===== src/rtl/cst_pkg.sv =====
// Shared types and constants for the shell command tokenizer.
package cst_pkg;

  // Result kinds
  localparam logic [1:0] KIND_BYTE      = 2'd0;
  localparam logic [1:0] KIND_TOKEN_END = 2'd1;
  localparam logic [1:0] KIND_CMD_END   = 2'd2;

  // Bit positions within the flag nibble
  localparam int FLAG_CHAIN = 0;
  localparam int FLAG_PIPE  = 1;
  localparam int FLAG_SUB   = 2;
  localparam int FLAG_REDIR = 3;

  // Characters of interest
  localparam logic [7:0] CH_QUOTE   = 8'h22;
  localparam logic [7:0] CH_PERCENT = 8'h25;
  localparam logic [7:0] CH_AMP     = 8'h26;
  localparam logic [7:0] CH_LT      = 8'h3c;
  localparam logic [7:0] CH_GT      = 8'h3e;
  localparam logic [7:0] CH_CARET   = 8'h5e;
  localparam logic [7:0] CH_BAR     = 8'h7c;
  localparam logic [7:0] CH_SPACE   = 8'h20;
  localparam logic [7:0] CH_TAB     = 8'h09;
  localparam logic [7:0] CH_CR      = 8'h0d;
  localparam logic [7:0] CH_ASCII_MAX = 8'h7f;

  // Slots a single item can produce
  localparam int MAX_RES = 3;

  typedef struct packed {
    logic       in_quote;
    logic       quotes_seen;
    logic       token_nonempty;
    logic       bar_pending;
    logic       skip_next;
    logic [3:0] flags;
  } tok_state_t;

  typedef struct packed {
    logic [1:0] kind;
    logic [7:0] token_byte;
    logic [3:0] flags;
    logic       last;
  } result_t;

endpackage


===== src/rtl/cst_step.sv =====
// Per-byte tokenizer rules: next state and the ordered result slots.
module cst_step (
  input  cst_pkg::tok_state_t st,
  input  logic [7:0]          ch,
  input  logic                has_char,
  input  logic                end_of_command,
  output cst_pkg::tok_state_t st_nxt,
  output cst_pkg::result_t    res [cst_pkg::MAX_RES],
  output logic [1:0]          res_cnt
);
  import cst_pkg::*;

  logic       done;
  logic       bv;
  result_t    b_res;
  result_t    te_res;
  result_t    cmd_res;
  logic       is_ws;
  logic       is_meta;
  tok_state_t s;
  logic [1:0] cnt;

  assign is_ws   = (ch == CH_SPACE) || ((ch >= CH_TAB) && (ch <= CH_CR));
  assign is_meta = (ch == CH_AMP) || (ch == CH_BAR) || (ch == CH_LT) ||
                   (ch == CH_GT) || (ch == CH_CARET) || (ch == CH_PERCENT);

  always_comb begin
    s      = st;
    done   = 1'b0;
    bv     = 1'b0;
    b_res  = '0;
    b_res.kind = KIND_BYTE;
    te_res = '0;
    te_res.kind = KIND_TOKEN_END;
    cmd_res = '0;
    cmd_res.kind = KIND_CMD_END;

    if (has_char) begin
      // '|' decided on the byte after it
      if (st.bar_pending) begin
        s.bar_pending = 1'b0;
        if (ch == CH_BAR) begin
          s.flags[FLAG_CHAIN] = 1'b1;
          done = 1'b1;
        end else begin
          s.flags[FLAG_PIPE] = 1'b1;
        end
      end
      if (!done && st.skip_next) begin
        s.skip_next = 1'b0;
        done = 1'b1;
      end
      if (!done) begin
        if (ch > CH_ASCII_MAX) begin
          s.flags[FLAG_CHAIN] = 1'b1;
        end
        priority if (ch == CH_QUOTE) begin
          s.in_quote    = !st.in_quote;
          s.quotes_seen = 1'b1;
        end else if (st.in_quote) begin
          if (ch == CH_PERCENT) begin
            s.flags[FLAG_SUB] = 1'b1;
          end
          s.token_nonempty = 1'b1;
          bv = 1'b1;
          b_res.token_byte = ch;
        end else if (is_ws) begin
          if (st.token_nonempty || st.quotes_seen) begin
            bv = 1'b1;
            b_res.kind = KIND_TOKEN_END;
          end
          s.token_nonempty = 1'b0;
          s.quotes_seen    = 1'b0;
        end else if (is_meta) begin
          priority if (ch == CH_AMP || ch == CH_CARET) begin
            s.flags[FLAG_CHAIN] = 1'b1;
          end else if (ch == CH_BAR) begin
            s.bar_pending = 1'b1;
          end else if (ch == CH_LT || ch == CH_GT) begin
            s.flags[FLAG_REDIR] = 1'b1;
          end else begin
            s.flags[FLAG_SUB] = 1'b1;
          end
          if (ch == CH_CARET) begin
            s.skip_next = 1'b1;
          end
          if (st.token_nonempty) begin
            bv = 1'b1;
            b_res.kind = KIND_TOKEN_END;
          end
          s.token_nonempty = 1'b0;
        end else begin
          s.token_nonempty = 1'b1;
          bv = 1'b1;
          b_res.token_byte = ch;
        end
      end
    end

    // End of command: close out and return to reset
    if (end_of_command) begin
      if (s.bar_pending) s.flags[FLAG_PIPE]  = 1'b1;
      if (s.in_quote)    s.flags[FLAG_CHAIN] = 1'b1;
      cmd_res.flags = s.flags;
    end

    // Pack results in order
    res[0] = '0;
    res[1] = '0;
    res[2] = '0;
    cnt    = 2'd0;
    if (bv) begin
      res[cnt] = b_res;
      cnt = cnt + 2'd1;
    end
    if (end_of_command && (s.token_nonempty || s.quotes_seen)) begin
      res[cnt] = te_res;
      cnt = cnt + 2'd1;
    end
    if (end_of_command) begin
      res[cnt] = cmd_res;
      cnt = cnt + 2'd1;
    end
    if (cnt != 2'd0) begin
      res[cnt - 2'd1].last = 1'b1;
    end

    if (end_of_command) begin
      s = '0;
    end
    st_nxt  = s;
    res_cnt = cnt;
  end

endmodule


===== src/rtl/cst_outq.sv =====
// Four-entry result queue taking up to three results per cycle.
module cst_outq (
  input  logic                  clk,
  input  logic                  rst_n,
  input  logic [1:0]            push_cnt,
  input  cst_pkg::result_t      push_res [cst_pkg::MAX_RES],
  output logic                  room,
  input  logic                  pop,
  output logic                  head_valid,
  output cst_pkg::result_t      head
);
  import cst_pkg::*;

  result_t    mem_r [4];
  logic [1:0] wr_ptr_r, wr_ptr_nxt;
  logic [1:0] rd_ptr_r, rd_ptr_nxt;
  logic [2:0] count_r, count_nxt;
  logic       do_pop;

  assign head_valid = (count_r != 3'd0);
  assign head       = mem_r[rd_ptr_r];
  assign do_pop     = pop && head_valid;
  // Three free slots needed before taking an item
  assign room       = (count_r <= 3'd1);

  always_comb begin
    wr_ptr_nxt = wr_ptr_r + push_cnt;
    rd_ptr_nxt = rd_ptr_r + {1'b0, do_pop};
    count_nxt  = count_r + {1'b0, push_cnt} - {2'b00, do_pop};
  end

  always_ff @(posedge clk) begin
    if (!rst_n) begin
      wr_ptr_r <= '0;
      rd_ptr_r <= '0;
      count_r  <= '0;
    end else begin
      wr_ptr_r <= wr_ptr_nxt;
      rd_ptr_r <= rd_ptr_nxt;
      count_r  <= count_nxt;
    end
  end

  always_ff @(posedge clk) begin
    for (int i = 0; i < MAX_RES; i++) begin
      if (2'(i) < push_cnt) begin
        mem_r[wr_ptr_r + 2'(i)] <= push_res[i];
      end
    end
  end

endmodule


===== src/rtl/cmd_shell_command_tokenizer.sv =====
// Top level of the shell command tokenizer.
//
// Usage:
//   in_*  : one command-line byte per item. in_tdata = ch, in_tuser = has_char
//           (0 for a bare end marker), in_tlast = end of command.
//   out_* : result items. out_tuser = kind (byte, token end, command end),
//           out_tdata = token byte and the four flags, out_tlast marks the
//           last result caused by an input item.
// Results of an item are written into the result queue as it is accepted; the
// first can reach the output in the cycle after. Throughput: one item per cycle
//   while each item gives at most one result and the receiver keeps up; the
//   output side moves one result per cycle, so an end-of-command item (up to
//   three results) holds the input back while the queue drains. Bound set by
//   the four-entry result queue, which takes an item only with three free slots.
// Reset (rst_n low, synchronous): tokenizer state and flags clear, the
//   queue empties.
// Stall: with out_tready low results stay in the queue; in_tready drops once
//   fewer than three slots are free. Nothing is lost or repeated.
// Idle items (no byte, not end of command) are accepted and give no result.
module cmd_shell_command_tokenizer (
  input  logic        clk,
  input  logic        rst_n,
  input  logic        in_tvalid,
  output logic        in_tready,
  input  logic [7:0]  in_tdata,   // [7:0] ch
  input  logic [0:0]  in_tuser,   // [0] has_char
  input  logic        in_tlast,   // end_of_command
  output logic        out_tvalid,
  input  logic        out_tready,
  output logic [15:0] out_tdata,  // [7:0] token_byte, [8] chain, [9] pipe,
                                  // [10] subshell, [11] redirect, [15:12] zero
  output logic [1:0]  out_tuser,  // [1:0] kind
  output logic        out_tlast   // last_of_run
);
  import cst_pkg::*;

  tok_state_t st_r, st_nxt, st_step;
  result_t    res [MAX_RES];
  logic [1:0] res_cnt;
  logic       room;
  logic       in_fire;
  logic       head_valid;
  result_t    head;

  assign in_tready = room;
  assign in_fire   = in_tvalid && room;

  cst_step u_step (
    .st             (st_r),
    .ch             (in_tdata),
    .has_char       (in_tuser[0]),
    .end_of_command (in_tlast),
    .st_nxt         (st_step),
    .res            (res),
    .res_cnt        (res_cnt)
  );

  assign st_nxt = in_fire ? st_step : st_r;

  always_ff @(posedge clk) begin
    if (!rst_n) begin
      st_r <= '0;
    end else begin
      st_r <= st_nxt;
    end
  end

  cst_outq u_outq (
    .clk        (clk),
    .rst_n      (rst_n),
    .push_cnt   (in_fire ? res_cnt : 2'd0),
    .push_res   (res),
    .room       (room),
    .pop        (out_tready),
    .head_valid (head_valid),
    .head       (head)
  );

  assign out_tvalid = head_valid;
  assign out_tdata  = {4'b0000, head.flags, head.token_byte};
  assign out_tuser  = head.kind;
  assign out_tlast  = head.last;

endmodule


===== config.mk =====
export PLATFORM = sky130hd
export DESIGN_NAME = cmd_shell_command_tokenizer
export DESIGN_NICKNAME = d
export VERILOG_FILES = /design/src/rtl/cst_pkg.sv /design/src/rtl/cst_step.sv /design/src/rtl/cst_outq.sv /design/src/rtl/cmd_shell_command_tokenizer.sv
export SDC_FILE = /design/constraint.sdc
export NUM_CORES = 1
export LEC_CHECK = 0
export ABC_AREA = 1
export BUFFER_PORTS_ARGS = -buffer_cell sky130_fd_sc_hd__buf_4
export CORE_UTILIZATION = 55
export CTS_CLUSTER_DIAMETER = 80
export DETAILED_ROUTE_END_ITERATION = 6
export HOLD_SLACK_MARGIN = 0.05
export PLACE_DENSITY = 0.74
export RECOVER_POWER = 100
export SLEW_MARGIN = 20
export SYNTH_ARGS = -nofsm -noshare
export SYNTH_HDL_FRONTEND = slang
export SYNTH_SLANG_ARGS = --single-unit

===== constraint.sdc =====
create_clock -name clk -period 7.3 [get_ports clk]
set_input_delay 0.365 -clock clk [delete_from_list [all_inputs] [get_ports clk]]
set_output_delay 0.365 -clock clk [all_outputs]
set_load 0.01 [all_outputs]

# ---- Word-level counts from Yosys, hierarchy flattened
# Memories as Yosys holds them, arrays and structs flattened. A register that Yosys moved wholly into a read port is not among the register bits.
# Index checks and enable logic that the tools add are counted.
dict set report word_totals {
  register_bits 16
  ram_bits 60
  output_inout_bits 21
  word_cells 153
  mem_count 1
}
dict set report op_classes {
  n_addsub 9
  order_cmp 13
  eq_ne 8
  mux 83
  bitwise_logic 6
  n_reduce_logical 24
}
# name depth word_bits rd rd_clocked_by_memory_dff write_ports line
set memory_table {}
lappend memory_table {u_outq.mem_r 4 15 1 1 3 cst_outq.sv:14} ;# result_t mem_r [4];
# operator count
set op_table {}
lappend op_table {{45-bit 2-to-1 mux} 3}
lappend op_table {{45-bit bitwise mux} 2}
lappend op_table {{15-bit demux with 2-bit select} 3}
lappend op_table {{8-bit by 6-bit equality test with 1-bit output (second input constant)} 6}
lappend op_table {{1-bit 2-to-1 mux} 48}
lappend op_table {{15-bit 2-to-1 mux} 3}
lappend op_table {{42-bit bitwise AND} 1}
lappend op_table {{42-bit inverter} 1}
lappend op_table {{10-bit 2-to-1 mux} 3}
lappend op_table {{8-bit 2-to-1 mux} 3}
lappend op_table {{2-bit 2-to-1 mux} 10}
lappend op_table {{9-bit 2-to-1 mux} 2}
lappend op_table {{8-bit by 7-bit equality test with 1-bit output (second input constant)} 2}
lappend op_table {{4-bit 2-to-1 mux} 3}
lappend op_table {{1-bit logical OR} 10}
lappend op_table {{3-bit >= comparator (second input constant)} 3}
lappend op_table {{3-bit by 1-bit < comparator with 1-bit output (second input constant)} 3}
lappend op_table {{8-bit by 4-bit >= comparator with 1-bit output (second input constant)} 1}
lappend op_table {{8-bit by 7-bit > comparator with 1-bit output (second input constant)} 1}
lappend op_table {{8-bit by 4-bit less-or-equal comparator with 1-bit output (second input constant)} 1}
lappend op_table {{1-bit logical AND} 8}
lappend op_table {{7-bit 2-to-1 mux} 1}
lappend op_table {{2-bit inverter with 3-bit output} 2}
lappend op_table {{5-bit 2-to-1 mux} 1}
lappend op_table {{18 further kinds} 22}

# ---- Longest topological paths before layout
dict set report logic_depth {
  word_depth 27
  depth_mapped 24
  ltp_nobuf 24
}

# ---- Hierarchy
# From an unflattened synthesis, not the netlist that was laid out.
dict set report unflattened {
  hier_cells 795
  area_unflattened_um2 5703.0
}
# module n_inst cells_each area_each_um2 seq_area_each_um2
set modules_own_cells {}
lappend modules_own_cells {cst_outq 1 560 4374.2 1941.9}
lappend modules_own_cells {cst_step 1 168 903.4 0.0}
lappend modules_own_cells {cmd_shell_command_tokenizer 1 67 425.4 180.2}

# ---- Least setup slack after synthesis
# No wires, ideal clock.
dict set report synth_path {
  path_kind {input port to flip-flop}
  start {input port in_tdata[7]}
  end {memory u_outq.mem_r[0][0] in the netlist's numbering (enable)}
  arrival_time_ns 3.549
  required_ns 6.889
  path_slack_ns 3.340
  cell_stages 20
  n_path_buf 0
  path_cell_list {inv_1 > nand2_1 > nor2_2 > nand3_1 > nand2_1 > inv_2 > nand3_4 > nand2_1 > nand2_1 > nand2_1 > nand2_1 > inv_1 > ha_1 > nand2_1 > inv_1 > nor2_2 > inv_1 > nor2_1 > nor2_1 > o31ai_1}
}
# item line
set synth_rtl {}
lappend synth_rtl {{from (decl)} cmd_shell_command_tokenizer.sv:25} ;# input logic [7:0] in_tdata,
lappend synth_rtl {{to (decl)} cst_outq.sv:14}

==> results.cfg <==
[grt]
grt_overflow_total = 0
grt_pass1_vias = 3062
antenna_found_initial = 0
grt_pass1_wl_um = 14400
grt_max_degree = 33
grt.total_usage_pct = 25.5

[die]
initial_core_util_pct = 57.9
fp-row-count = 30
coreArea_mm2 = 0.00694
die_area_mm2 = 0.00766
die_h_um = 87.5
io_pins = 35
die_w_um = 87.5

[setup_path]
path_max_fanout = 15
end_kind = flip-flop
crit_type = in -> reg
crit_chain = clkbuf_1, inv_1, nand2_1, nor2_1, nand4_1, nand2_1, nor2_1, nand2_1, nand2_1, nand2_1, nand2_1, inv_1, ha_1, o21ai_0, nor2_1, inv_1, nor2_1, clkinv_1, nor2_1, nand2_1, o211ai_1, clkbuf_1
slowest_delay_ns = 0.74
cp_slowest_cell = clkbuf_1
cp.required_ns = 7.27
cp.arrival_ns = 4.09
cp-start-kind = input pin
crit_top_cell = nand2_1

[clock_tree]
holdBufCountCts = 0
postCtsSetupRepairBufs = 0
cts_resized = 0
h-tree-depth = 3
cts_buffers = 9
ctsLongestPathBuffers = 2
cts.sinks = 76
clk_pin_slew_worst_paths_ns = 0.08
cts_root_buf = clkbuf_8
cts_tree = yes
clkLatencyLatePin_ns = 0.35

[drt]
wl_per_cell_um = 15.0
antenna_left = 0
maxUsedRoutingLayer = met4
dr_total_vias = 3294
first_iter_violations = 203
met3_length_um = 564
drc_errors = 0
via_per_inst = 5.39
wl_met2_um = 4440
drt_first_pass_iters = 5
routed_wl_um = 9170
wl_met1_um = 4030

[timing]
fin_hold_ws_ns = 0.275
period_share_pct = 56.5
period_minus_slack_ns = 4.12
rsz0062_at_grt = no
maxSlewViolCount = 0
tns_ns = 0
clock.fmax_ghz = 0.242
hold_violations = 0
finClkSkew_ns = 0.00992
finalSetupViolCount = 0
worst_pin_slew_ns = 1.36
maxSlewHeadroom_pct = 9.40

[layout]
diodes = 0
layout_commonest_cell = nor2_1
final_cell_mix = 127 x nor2_1, 60 x edfxtp_1, 58 x inv_1
drive_gt1_share_pct = 8.35
fin_area_mm2 = 0.00447
final_util_pct = 64.3
area_delta_synth_final_pct = 11.0
nNetsFinal = 530

[synthesis]
ys_warn_count = 0
synth_cells = 476
synth.avg_cell_area_um2 = 8.45
ys_types = 34
ys_seq_elements = 76
synthesis.area_mm2 = 0.00402
ys_seq_area_share_pct = 52.8
async_reset_ff_share_pct = 0
ys.flop_type = edfxtp_1
synth_edf_count = 60

[power]
power_density_mw_per_mm2 = 301
ir_drop_uv = 167
p_leak_nw = 1.86

[run]
maxCapViolCount = 0

[run_status]
outcome = complete, no violations

[worst_hold_path]
hp-class = in -> reg

[placement]
detailed_place.area_mm2 = 0.00435
hpwl_um = 6470
routabilityCongestion = 0.942
io_buffers = 30
sequential cells by signal, summed over array words and instances, names as in the netlist:
signal	flops
st_r	9
u_outq.count_r	3
u_outq.mem_r	60
u_outq.rd_ptr_r	2
u_outq.wr_ptr_r	2
layer usage:
metal,track usage (%),up-vias
met2,43.5,125
met4,9.54,0
li1,-,1636
met5,0,-
met3,4.08,13
met1,32.9,1520
synthesized netlist by cell type (all sizes together), types with 2 or more instances:
library cell  count  share of area [%]
dfxtp            16                8.0
edfxtp           60                 45
nand2            56                5.4
o31ai             2               0.37
a21oi            15                1.9
inv              62                5.8
xor2              3               0.65
ha                5                1.6
nor2            128                 13
o21ai            51                6.3
clkbuf           10               0.93
nand4             3               0.47
or2               5               0.78
buf               5               0.93
nand3            22                3.3
a211oi            4                1.1
o22ai            20                3.1
final timing paths:
check / from / slack (ns) / end / cells after the start
max: in_tdata[7] / 3.18 / u_outq.mem_r[2][14] / 22
min: rst_n / 0.27 / u_outq.count_r[1] / 3
max reg2reg: st_r[5] / 3.42 / u_outq.mem_r[2][14] / 17
min reg2reg: st_r[1] / 0.49 / st_r[1] / 2
cell families (layout without fill, tap and decap cells):
group | Yosys count | count (layout) | synth area share, %
simple gates | 216 | 216 | 23.2
xor+xnor | 4 | 4 | 0.871
compound gates | 95 | 95 | 13.3
fa+ha+maj | 6 | 6 | 2.05
other cells | 1 | 4 | 0.0933
buf+inv | 78 | 114 | 7.75
flops | 76 | 76 | 52.8
report_power, final:
group          switching [W]  leakage, nW  internal, W
sequential         0.0000239        0.690     0.000546
combinational       0.000268         1.05     0.000114
clock               0.000164        0.124     0.000230
total               0.000456         1.86     0.000890
layout make-up:
cell class              instances  area (um^2)
fillers                       608         2480
well taps                      96          120
clock inverters                 7          121
inverters                      63          236
repair buffers                 35          180
multi-input cells             325         1560
flip-flops and latches         76         2120
clock buffers                   9          124
metrics by stage:
| step | power [W] | setup slack (ns) | cells |
|---|---|---|---|
| after CTS | 0.00141 | 3.90 | 611 |
| after detailed placement | 0.00102 | 3.54 | 595 |
| after global routing | 0.00142 | 2.82 | 611 |
| final | 0.00135 | 3.18 | 611 |
| after floorplan | 0.000846 | 3.34 | 479 |
| after global placement | 0.00101 | 3.62 | 595 |
worst max-delay path, delay by kind of cell:
| family | cells | cell delay [ns] |
|---|---|---|
| AOI/OAI and AO/OA | 2 | 0.27 |
| buffers and inverters | 6 | 1.27 |
| and+or+nand+nor | 13 | 1.93 |
| adders and majority gates | 1 | 0.23 |
No activity file was read; power rests on OpenSTA's default activity.
